**config.mk**
```make
export PLATFORM = sky130hd
export DESIGN_NAME = sorted_priority_queue
export DESIGN_NICKNAME = d
export VERILOG_FILES = /design/src/hw/rtl/spq_pkg.sv /design/src/hw/rtl/spq_ram.sv /design/src/hw/rtl/spq_datapath.sv /design/src/hw/rtl/spq_ctrl.sv /design/src/hw/rtl/sorted_priority_queue.sv
export SDC_FILE = /design/constraint.sdc
export NUM_CORES = 2
export LEC_CHECK = 0
export BUFFER_PORTS_ARGS = -buffer_cell sky130_fd_sc_hd__buf_2
export CORE_UTILIZATION = 60
export DETAILED_ROUTE_END_ITERATION = 6
export HOLD_SLACK_MARGIN = 0.15
export PLACE_DENSITY = 0.81
export SETUP_SLACK_MARGIN = 0.5
export SLEW_MARGIN = 20
export SYNTH_ARGS = -nofsm -noshare
export SYNTH_HDL_FRONTEND = slang
export SYNTH_SLANG_ARGS = --single-unit
export TNS_END_PERCENT = 5
```
**constraint.sdc**
```tcl
create_clock -name clk -period 7.9 [get_ports clk]
set_input_delay 0.79 -clock clk [delete_from_list [all_inputs] [get_ports clk]]
set_output_delay 0.79 -clock clk [all_outputs]
set_load 0.05 [all_outputs]
```
**src/hw/rtl/spq_pkg.sv**
```systemverilog
// Shared types, codes and constants for the sorted priority queue.
`timescale 1ns / 1ps
package spq_pkg;

  localparam int DEPTH_DEF = 64;
  localparam int VALUE_W   = 32;
  localparam int STATUS_W  = 2;
  localparam int COUNT_W   = 7;

  localparam logic CMD_INSERT = 1'b0;
  localparam logic CMD_REMOVE = 1'b1;

  localparam logic [VALUE_W-1:0] EMPTY_VALUE = '1;

  typedef enum logic [STATUS_W-1:0] {
    ST_OK    = 2'd0,
    ST_FULL  = 2'd1,
    ST_EMPTY = 2'd2
  } status_t;

  typedef enum logic [2:0] {
    S_IDLE,
    S_REM_WAIT,
    S_INS_CMP,
    S_INS_PUT,
    S_HOLD
  } state_t;

  // Which logical entry the datapath reads
  typedef enum logic [1:0] {
    RD_HEAD,
    RD_LAST,
    RD_BELOW
  } rd_sel_t;

  typedef struct packed {
    logic    accept;
    logic    rd_en;
    rd_sel_t rd_sel;
    logic    shift;
    logic    put;
    logic    pop;
    logic    stage_full;
    logic    stage_empty;
    logic    load_out;
  } ctrl_cmd_t;

  typedef struct packed {
    logic full;
    logic empty;
    logic greater;
    logic pos_one;
  } dp_status_t;

endpackage

```
**src/hw/rtl/spq_ram.sv**
```systemverilog
// Generic single-write, single-read RAM with registered read data.
`timescale 1ns / 1ps
module spq_ram #(
  parameter int WIDTH = 32,
  parameter int DEPTH = 64,
  localparam int AW = (DEPTH > 1) ? $clog2(DEPTH) : 1
) (
  input  logic             clk,
  input  logic             we,
  input  logic [AW-1:0]    waddr,
  input  logic [WIDTH-1:0] wdata,
  input  logic             re,
  input  logic [AW-1:0]    raddr,
  output logic [WIDTH-1:0] rdata
);

  logic [WIDTH-1:0] mem [DEPTH];

  always_ff @(posedge clk) begin
    if (we) begin
      mem[waddr] <= wdata;
    end
    if (re) begin
      rdata <= mem[raddr];
    end
  end

endmodule

```
**src/hw/rtl/spq_datapath.sv**
```systemverilog
// Datapath: circular sorted store, insert pointer, staging and output registers.
`timescale 1ns / 1ps
module spq_datapath #(
  parameter int DEPTH = spq_pkg::DEPTH_DEF,
  localparam int AW = $clog2(DEPTH),
  localparam int CW = $clog2(DEPTH + 1)
) (
  input  logic                            clk,
  input  logic                            rst,
  input  spq_pkg::ctrl_cmd_t              cmd,
  input  logic [spq_pkg::VALUE_W-1:0]     value,
  output spq_pkg::dp_status_t             dp_status,
  output logic [spq_pkg::VALUE_W-1:0]     out_value,
  output logic [spq_pkg::STATUS_W-1:0]    status,
  output logic [spq_pkg::COUNT_W-1:0]     count,
  output logic                            is_empty
);

  logic [AW-1:0]                 head;
  logic [CW-1:0]                 entry_count;
  logic [AW-1:0]                 pos;
  logic [spq_pkg::VALUE_W-1:0]   val_hold;
  logic [spq_pkg::VALUE_W-1:0]   stage_value;
  spq_pkg::status_t              stage_status;

  logic [AW-1:0]                 rd_log;
  logic [AW-1:0]                 raddr;
  logic [AW-1:0]                 waddr;
  logic [spq_pkg::VALUE_W-1:0]   wdata;
  logic                          we;
  logic [spq_pkg::VALUE_W-1:0]   rdata;

  // Map a logical slot (0 = smallest) onto the circular store
  function automatic logic [AW-1:0] phys(input logic [AW-1:0] base, input logic [AW-1:0] l);
    logic [AW:0] s;
    s = {1'b0, base} + {1'b0, l};
    if (s >= (AW+1)'(DEPTH)) begin
      s = s - (AW+1)'(DEPTH);
    end
    return s[AW-1:0];
  endfunction

  always_comb begin
    case (cmd.rd_sel)
      spq_pkg::RD_HEAD:  rd_log = '0;
      spq_pkg::RD_LAST:  rd_log = AW'(entry_count - 1'b1);
      spq_pkg::RD_BELOW: rd_log = pos - AW'(2);
      default:           rd_log = '0;
    endcase
  end

  assign raddr = phys(head, rd_log);
  assign waddr = phys(head, pos);
  assign we    = cmd.shift | cmd.put;
  assign wdata = cmd.shift ? rdata : val_hold;

  spq_ram #(
    .WIDTH (spq_pkg::VALUE_W),
    .DEPTH (DEPTH)
  ) u_ram (
    .clk   (clk),
    .we    (we),
    .waddr (waddr),
    .wdata (wdata),
    .re    (cmd.rd_en),
    .raddr (raddr),
    .rdata (rdata)
  );

  assign dp_status.full    = (entry_count == CW'(DEPTH));
  assign dp_status.empty   = (entry_count == '0);
  assign dp_status.greater = ($signed(rdata) > $signed(val_hold));
  assign dp_status.pos_one = (pos == AW'(1));

  always_ff @(posedge clk) begin
    if (rst) begin
      head        <= '0;
      entry_count <= '0;
    end else begin
      if (cmd.put) begin
        entry_count <= entry_count + 1'b1;
      end else if (cmd.pop) begin
        entry_count <= entry_count - 1'b1;
        head        <= (head == AW'(DEPTH - 1)) ? '0 : head + 1'b1;
      end
    end
  end

  always_ff @(posedge clk) begin
    if (cmd.accept) begin
      val_hold <= value;
      pos      <= AW'(entry_count);
    end else if (cmd.shift) begin
      pos <= pos - 1'b1;
    end

    if (cmd.put) begin
      stage_value  <= '0;
      stage_status <= spq_pkg::ST_OK;
    end else if (cmd.pop) begin
      stage_value  <= rdata;
      stage_status <= spq_pkg::ST_OK;
    end else if (cmd.stage_full) begin
      stage_value  <= '0;
      stage_status <= spq_pkg::ST_FULL;
    end else if (cmd.stage_empty) begin
      stage_value  <= spq_pkg::EMPTY_VALUE;
      stage_status <= spq_pkg::ST_EMPTY;
    end

    if (cmd.load_out) begin
      out_value <= stage_value;
      status    <= stage_status;
      count     <= spq_pkg::COUNT_W'(entry_count);
      is_empty  <= (entry_count == '0);
    end
  end

  a_count_bound: assert property (@(posedge clk) disable iff (rst)
    entry_count <= CW'(DEPTH))
    else $error("entry count above depth");

  a_pop_dec: assert property (@(posedge clk) disable iff (rst)
    cmd.pop |=> entry_count == CW'($past(entry_count) - 1'b1))
    else $error("pop did not drop the count by one");

  a_put_not_full: assert property (@(posedge clk) disable iff (rst)
    cmd.put |-> !dp_status.full)
    else $error("write into a full store");

  a_shift_pos: assert property (@(posedge clk) disable iff (rst)
    cmd.shift |-> pos != '0)
    else $error("shift below the smallest slot");

endmodule

```
**src/hw/rtl/spq_ctrl.sv**
```systemverilog
// Controller: sequences insert shifts, removes and result handoff.
`timescale 1ns / 1ps
module spq_ctrl (
  input  logic                clk,
  input  logic                rst,
  input  logic                in_valid,
  input  logic                command,
  output logic                in_ready,
  output logic                out_valid,
  input  logic                out_ready,
  input  spq_pkg::dp_status_t dp_status,
  output spq_pkg::ctrl_cmd_t  cmd
);

  spq_pkg::state_t state, state_next;
  logic            out_valid_next;

  always_ff @(posedge clk) begin
    if (rst) begin
      state     <= spq_pkg::S_IDLE;
      out_valid <= 1'b0;
    end else begin
      state     <= state_next;
      out_valid <= out_valid_next;
    end
  end

  assign in_ready = (state == spq_pkg::S_IDLE) && !rst;

  always_comb begin
    state_next = state;
    cmd        = '0;
    cmd.rd_sel = spq_pkg::RD_HEAD;

    case (state)
      spq_pkg::S_IDLE: begin
        if (in_valid && in_ready) begin
          cmd.accept = 1'b1;
          if (command == spq_pkg::CMD_INSERT) begin
            if (dp_status.full) begin
              cmd.stage_full = 1'b1;
              state_next     = spq_pkg::S_HOLD;
            end else if (dp_status.empty) begin
              state_next = spq_pkg::S_INS_PUT;
            end else begin
              cmd.rd_en  = 1'b1;
              cmd.rd_sel = spq_pkg::RD_LAST;
              state_next = spq_pkg::S_INS_CMP;
            end
          end else begin
            if (dp_status.empty) begin
              cmd.stage_empty = 1'b1;
              state_next      = spq_pkg::S_HOLD;
            end else begin
              cmd.rd_en  = 1'b1;
              state_next = spq_pkg::S_REM_WAIT;
            end
          end
        end
      end
      spq_pkg::S_REM_WAIT: begin
        cmd.pop    = 1'b1;
        state_next = spq_pkg::S_HOLD;
      end
      spq_pkg::S_INS_CMP: begin
        // Move the larger entry up one slot and fetch the next one below
        if (dp_status.greater) begin
          cmd.shift = 1'b1;
          if (dp_status.pos_one) begin
            state_next = spq_pkg::S_INS_PUT;
          end else begin
            cmd.rd_en  = 1'b1;
            cmd.rd_sel = spq_pkg::RD_BELOW;
          end
        end else begin
          cmd.put    = 1'b1;
          state_next = spq_pkg::S_HOLD;
        end
      end
      spq_pkg::S_INS_PUT: begin
        cmd.put    = 1'b1;
        state_next = spq_pkg::S_HOLD;
      end
      spq_pkg::S_HOLD: begin
        if (!out_valid || out_ready) begin
          cmd.load_out = 1'b1;
          state_next   = spq_pkg::S_IDLE;
        end
      end
      default: begin
        state_next = spq_pkg::S_IDLE;
      end
    endcase
  end

  always_comb begin
    if (cmd.load_out) begin
      out_valid_next = 1'b1;
    end else if (out_ready) begin
      out_valid_next = 1'b0;
    end else begin
      out_valid_next = out_valid;
    end
  end

  a_load_free: assert property (@(posedge clk) disable iff (rst)
    cmd.load_out |-> (!out_valid || out_ready))
    else $error("result overwritten before its beat was taken");

  a_hold_to_idle: assert property (@(posedge clk) disable iff (rst)
    cmd.load_out |=> state == spq_pkg::S_IDLE && out_valid)
    else $error("result handoff did not return to idle");

  a_one_write: assert property (@(posedge clk) disable iff (rst)
    !(cmd.shift && cmd.put))
    else $error("two writes in one cycle");

endmodule

```
**src/hw/rtl/sorted_priority_queue.sv**
```systemverilog
// Top level of the sorted-array minimum priority queue.
// A remove pops the head into staging; an insert moves each larger entry up one slot and
// writes the new value; both then load the output registers. One item at a time: the next
// input beat is taken only once the result is loaded; the insert cost is set by the
// one-entry-per-cycle shift through the RAM port. A result not taken holds the following
// one. Synchronous active-high reset empties the queue.
`timescale 1ns / 1ps
module sorted_priority_queue #(
  parameter int DEPTH = spq_pkg::DEPTH_DEF
) (
  input  logic                            clk,
  input  logic                            rst,
  input  logic                            in_valid,
  output logic                            in_ready,
  input  logic                            command,
  input  logic [spq_pkg::VALUE_W-1:0]     value,
  output logic                            out_valid,
  input  logic                            out_ready,
  output logic [spq_pkg::VALUE_W-1:0]     out_value,
  output logic [spq_pkg::STATUS_W-1:0]    status,
  output logic [spq_pkg::COUNT_W-1:0]     count,
  output logic                            is_empty
);

  spq_pkg::ctrl_cmd_t  cmd;
  spq_pkg::dp_status_t dp_status;

  spq_ctrl u_ctrl (
    .clk       (clk),
    .rst       (rst),
    .in_valid  (in_valid),
    .command   (command),
    .in_ready  (in_ready),
    .out_valid (out_valid),
    .out_ready (out_ready),
    .dp_status (dp_status),
    .cmd       (cmd)
  );

  spq_datapath #(
    .DEPTH (DEPTH)
  ) u_datapath (
    .clk       (clk),
    .rst       (rst),
    .cmd       (cmd),
    .value     (value),
    .dp_status (dp_status),
    .out_value (out_value),
    .status    (status),
    .count     (count),
    .is_empty  (is_empty)
  );

endmodule

```
## Yosys cells after proc, flatten, opt, wreduce, memory -nomap -nowiden

Memories as Yosys holds them, arrays and structs flattened. A register that Yosys moved wholly into a read port is not among the register bits.
Cells that the tools add are included.

- Register bits: 131
- Bits in latches: 0
- Bits in writable memories: 2,048
- ROM bits: 0
- Input port bits: 37
- Output and inout bits: 44
- Word-level logic and storage cells: 106
- Memories kept: 1

Memories:

| memory | words | width | rd ports | clocked after memory_dff | write ports | RTL line | text |
|---|---|---|---|---|---|---|---|
| u_datapath.u_ram.mem | 64 | 32 | 1 | 1 | 1 | spq_ram.sv:17 | `logic [WIDTH-1:0] mem [DEPTH];` |

- Add/sub/neg operators: 9
- Multipliers: 0
- Divide/modulo/power cells: 0
- Magnitude comparators: 3
- Equality and inequality tests: 12
- Shift-type cells: 0
- Muxes and demuxes: 49
- Bitwise gates (word level): 2
- Reduce and logical (&&, ||, !) cells: 17

Operator list:

| operator | number |
|---|---|
| 32-bit 2-to-1 mux | 4 |
| 32-bit greater-than comparator | 1 |
| 3-bit 2-to-1 mux | 10 |
| 6-bit 2-to-1 mux | 5 |
| 1-bit 2-to-1 mux | 19 |
| 6-bit by 1-bit subtractor with 6-bit output, second input constant | 3 |
| 6-bit by 6-bit adder with 7-bit output | 2 |
| 7-bit >= comparator, second input constant | 2 |
| 7-bit 2-to-1 mux | 2 |
| 3-bit one-hot mux with 4 select lines | 1 |
| 6-bit one-hot mux with 2 select lines | 1 |
| 4-bit 2-to-1 mux | 2 |
| 2-bit nonzero test | 4 |
| 7-bit by 1-bit adder with 7-bit output, second input constant | 1 |
| 7-bit == test, second input constant | 1 |
| 7-bit logical NOT | 1 |
| 7-bit by 1-bit subtractor with 7-bit output, second input constant | 1 |
| 6-bit by 1-bit adder with 6-bit output, second input constant | 1 |
| 3-bit by 2-bit == test with 1-bit output, second input constant | 2 |
| 6-bit by 1-bit == test with 1-bit output, second input constant | 1 |
| 6-bit == test, second input constant | 1 |
| 2-bit 2-to-1 mux | 3 |
| 3-bit one-hot mux with 2 select lines | 1 |
| 6-bit by 2-bit subtractor with 6-bit output, second input constant | 1 |
| other kinds (19) | 22 |

## Depth between registers and ports, before layout

- Depth in word-level cells: 11
- Gate-level depth with buffers: 22
- Gate-level depth less buffers: 20

## Cells and area by module

Synthesis repeated with hierarchy kept, for this count alone.

- Cells, all modules: 3,955
- Area, all modules: 85,261.8 um^2

Modules (own cells, without submodules):

| module | times used | cells each | area an instance (um^2) | sequential area each (um^2) |
|---|---|---|---|---|
| spq_ram | 1 | 3,324 | 78,835.6 | 62,459.9 |
| spq_datapath | 1 | 590 | 6,102.1 | 3,343.2 |
| spq_ctrl | 1 | 41 | 324.1 | 80.1 |

## Worst setup path before layout

Ideal clock, no wire load.

- Kind: register to register
- From: register u_datapath.u_ram.rdata[13], read port of u_datapath.u_ram.mem
- To: register u_datapath.u_ram.rdata[19], read port of u_datapath.u_ram.mem (data pin)
- Library setup time: 270 ps
- Arrival time: 5,335 ps
- Data required time: 7,630 ps
- Slack: 2,295 ps
- Stages on the path, launching flop included: 21
- Buffers on the path: 4
- Period minus slack after synthesis: 5,605 ps
- Cells stage by stage: edfxtp_1 > ha_1 > nand4_1 > nor4_1 > a21boi_0 > o31a_1 > o2111ai_4 > or2_2 > ha_1 > a22oi_1 > nor2_1 > ha_1 > fa_1 > buf_2 > buf_2 > buf_1 > clkbuf_1 > mux4_2 > mux4_2 > mux2i_1 > a21oi_1

- Cells in the longest elaborated chain, start to end: 8
- Elaborated cells between the ends (all ways): 10
- Those cells by class: add/sub: 2; order compare: 2; eq/ne: 2; mux: 4

RTL lines:

| element | RTL line | text |
|---|---|---|
| from (decl) | spq_ram.sv:14 | `output logic [WIDTH-1:0] rdata` |
| 32-bit greater-than comparator (*) | spq_datapath.sv:72 | `assign dp_status.greater = ($signed(rdata) > $signed(val_hold));` |
| 4-bit 2-to-1 mux (*) | spq_ctrl.sv:67 | `if (dp_status.greater) begin` |
| 3-bit one-hot mux with 2 select lines (*) | spq_ctrl.sv:35 | `case (state)` |
| 2-bit == test or 2-bit by 1-bit == test with 1-bit output (tied branches) | spq_datapath.sv:44 | `case (cmd.rd_sel)` |
| 6-bit one-hot mux with 2 select lines | spq_datapath.sv:44 |  |
| 6-bit by 6-bit adder with 7-bit output | spq_datapath.sv:36 | `s = {1'b0, base} + {1'b0, l};` |
| 6-bit by 1-bit subtractor with 6-bit output or 7-bit >= comparator (tied branches) | spq_datapath.sv:38, spq_datapath.sv:37 |  |
| 6-bit 2-to-1 mux | spq_datapath.sv:37 | `if (s >= (AW+1)'(DEPTH)) begin` |

Every way passes the cells marked *; elsewhere a longest branch is shown, timed or not.
A chain may end at the register's enable or synchronous reset.

## Final worst setup path

- From: register u_datapath.u_ram.rdata[31], read port of u_datapath.u_ram.mem
- To: register u_datapath.u_ram.rdata[0], read port of u_datapath.u_ram.mem (data pin)

The elaborated chain is that of the path after synthesis.

==> impl_metrics.yaml <==
run_status:
  status: "completed"
timing:
  max_slew_margin_pct: 17.6
  period_needed_ns: 7.31
  hold_viol_final: 0
  skew_ns: 0.0447
  fmax_mhz: 137
  rsz0062_at_grt: "true"
  slew_violations: 0
  setup_viol: 0
  tns_ns: 0
  worstMarginPinSlew_ns: 1.23
  fin_crit_sh_pct: 92.5
routing:
  drc_errors: 0
  first_pass_iters: 7
  vias: 44063
  via_per_inst: 7.23
  wl_um: 232000
  drt_iter0_markers: 7471
  final_antenna_net_count: 0
  avgRoutedWirePerCell_um: 38.0
power_and_ir_drop:
  peakVddDrop_mv: 0.308
  leakagePower_nw: 29.7
  seq_power_share_pct: 47.9
  p_int_mw: 21.9
  swShare_pct: 27.6
  p_per_area_nw_per_um2: 313
  clkPwrFrac_pct: 32.6
  comb_power_share_pct: 19.5
  switching_power_mw: 8.33
logic_synthesis:
  yosysWarnings: 0
  yosys-top-cells-area: "edfxtp_1, mux4_2, dfxtp_1, ha_1, a21oi_1"
  syn_avg_cell_area_um2: 22.9
  async_reset_ff_share_pct: 0
  synth-main-ff-cell: "edfxtp_1"
  seq_area_frac_synth_pct: 76.9
  ys_top_cells_by_count: "edfxtp_1, mux4_2, nor2_1, a21oi_1, clkbuf_1"
  synth_edf_count: 2160
  synth_area_leader_cell: "edfxtp_1"
  synth_seq_cells: 2211
  syn-num-nets: 3838
  syn_inst: 3748
  synth.distinct_cells: 62
  post-synth-top-count-cell: "edfxtp_1"
  synth_top_cell_area_share_pct: 75.7
  synth_area_um2: 85700
min_path:
  hold_path_depth: 3
  whs_endpoint: "u_ctrl.out_valid"
  min_path_type: "in -> reg"
  hold_start: "out_ready"
global_route:
  grt_max_degree: 83
  grt_first_pass_wirelength_um: 329000
  use_met1_pct: 42.5
  grt_usage_pct: 32.5
  grt-ovfl-total: 0
  grt_use_met2_pct: 52.4
  grt.met3_usage_pct: 7.49
  grt-busiest-layer: "met2"
  grt_pass1_vias: 44698
  antenna_found_initial: 3
finish:
  drive_gt1_share_pct: 30.4
  stdcell_count: 6093
  final_core_util_pct: 68.2
  nNetsFinal: 4126
  syn_to_final_growth_pct: 12.7
clock_network:
  clock_path_buffers: 3
  htree_levels: 4
  clk_pin_slew_ns: 0.07
  cts-root-buf: "clkbuf_16"
  cts_tree: "done"
  cts_buffers: 200
  clkLatencyLatePin_ns: 0.86
  clock_sinks: 2211
place:
  port_buffers: 80
  placed_cells: 5689
  dp_hpwl_um: 110000
  gp_congestion: 0.852
setup_path:
  worstPathMaxFanout: 56
  crit_path_end_kind: "register"
  critPathKind: "reg -> reg"
  r2r_cells: 17
  worst_setup_path_start_kind: "register"
  critPathRequiredTime_ns: 8.48
  worstPathArrival_ns: 7.89
  r2r-end: "u_datapath.u_ram.rdata[0]"
  r2r_start: "u_datapath.u_ram.rdata[31]"
  r2r_slack_ns: 0.59
floorplanning:
  initial_core_util_pct: 60.5
  die_h_um: 380
  row_count: 138
  core-area_um2: 142000
  die_w_um: 380
  die_area_um2: 144000
  io_pins: 81
job:
  maxCapViolCount: 0
placed cells by master, fill, tap and decap left out, types with 26 or more instances in the layout:
cell and n:
inv_1 46, buf_4 138, dlygate4sd3_1 32, clkbuf_1 37, clkbuf_16 204, nor2b_1 37
nand2_1 76, mux4_2 640, nor2_4 64, o21ai_0 26, clkinv_1 45, a21oi_1 100
dfxtp_1 51, buf_2 80, a211oi_1 29, mux2i_1 32, edfxtp_1 2160, clkinv_2 38
ha_1 50, nor2_1 59
area by class of cell:
type                    count  area (um^2)
diodes                      2         5.00
inverters                  47          176
well taps                1890         2360
multi-input cells        1302        19400
repair buffers            274         2220
flip-flops and latches   2211        65900
clock buffers             241         5240
fillers                  7808        45100
clock inverters           126         1220
through the flow:
| stage | area [um^2] | hold WS [ns] | setup WS, ns | power (mW) |
|---|---|---|---|---|
| after floorplan | 85700 | 0.403 | 2.29 | 18.5 |
| after global placement | 89600 | 0.412 | 0.304 | 20.0 |
| after detailed placement | 89600 | 0.412 | 0.183 | 20.3 |
| after CTS | 96400 | 0.267 | 0.290 | 30.1 |
| after global routing | 96500 | 0.317 | 0.442 | 30.9 |
| final | 96500 | 0.310 | 0.590 | 30.2 |
critical path, cell delays in order (launching register included):
cell and delay (ns):
edfxtp_1 0.48, ha_1 0.48, nand4_1 0.28, nor4_2 0.66
o31a_1 0.38, o2111ai_4 0.15, or2_2 0.37, ha_1 0.28
a22oi_1 0.23, nor2_1 0.10, ha_4 0.18, fa_4 0.97
buf_12 0.32, buf_4 0.39, mux4_2 0.36, mux4_2 0.56
mux2i_1 0.61, a21oi_1 0.17
logic make-up after synthesis:
group,synth area share [%]
simple gates,1.68
xor+xnor,0.334
mux,17.6
fa+ha+maj,0.792
buf+inv,1.20
flops,76.9
compound gates,1.45
routing by layer:
| metal | routed length, um | vias up |
|---|---|---|
| met5 | 11 | - |
| met4 | 12300 | 2 |
| met3 | 30300 | 839 |
| met2 | 113000 | 4188 |
| met1 | 75700 | 22637 |
| li1 | - | 16397 |
power groups by stage:
stage               clock (mW)  combinational (mW)  sequential, mW
finish                    9.84                5.87            14.5
global route              10.3                6.16            14.5
CTS                       9.88                5.78            14.5
detailed placement           0                5.55            14.7
global placement             0                5.36            14.7
floorplan                    0                3.79            14.7
timing repair:
action,4_1_cts,5_1_grt
setup endpoints to repair,5,8
pin swaps,0,1
hold buffers,32,0
setup buffers,0,1
cloned,0,0
hold endpoints to repair,32,0
resized for setup,2,10
worst max-delay path by stage:
stage / startpoint / end / depth (start not counted)
6_report: u_datapath.u_ram.rdata[31] / u_datapath.u_ram.rdata[0] / 17
5_1_grt: u_datapath.u_ram.rdata[14] / u_datapath.u_ram.rdata[3] / 19
4_1_cts: u_datapath.u_ram.rdata[31] / u_datapath.u_ram.rdata[9] / 18
3_5_place_dp: u_datapath.u_ram.rdata[31] / u_datapath.u_ram.rdata[6] / 18
3_3_place_gp: u_datapath.u_ram.rdata[31] / u_datapath.u_ram.rdata[6] / 18
2_1_floorplan: u_datapath.u_ram.rdata[13] / u_datapath.u_ram.rdata[19] / 20
registers in the layout (all words and copies together), names as in the netlist, 2 cells and up:
| register | flops |
|---|---|
| u_datapath.stage_status | 2 |
| u_datapath.count | 7 |
| u_datapath.stage_value | 32 |
| u_datapath.status | 2 |
| u_ctrl.state | 3 |
| u_datapath.val_hold | 32 |
| u_datapath.entry_count | 7 |
| u_datapath.u_ram.rdata | 32 |
| u_datapath.pos | 6 |
| u_datapath.head | 6 |
| u_datapath.u_ram.mem | 2048 |
| u_datapath.out_value | 32 |
Note: power is estimated with default switching activity, not from simulation.
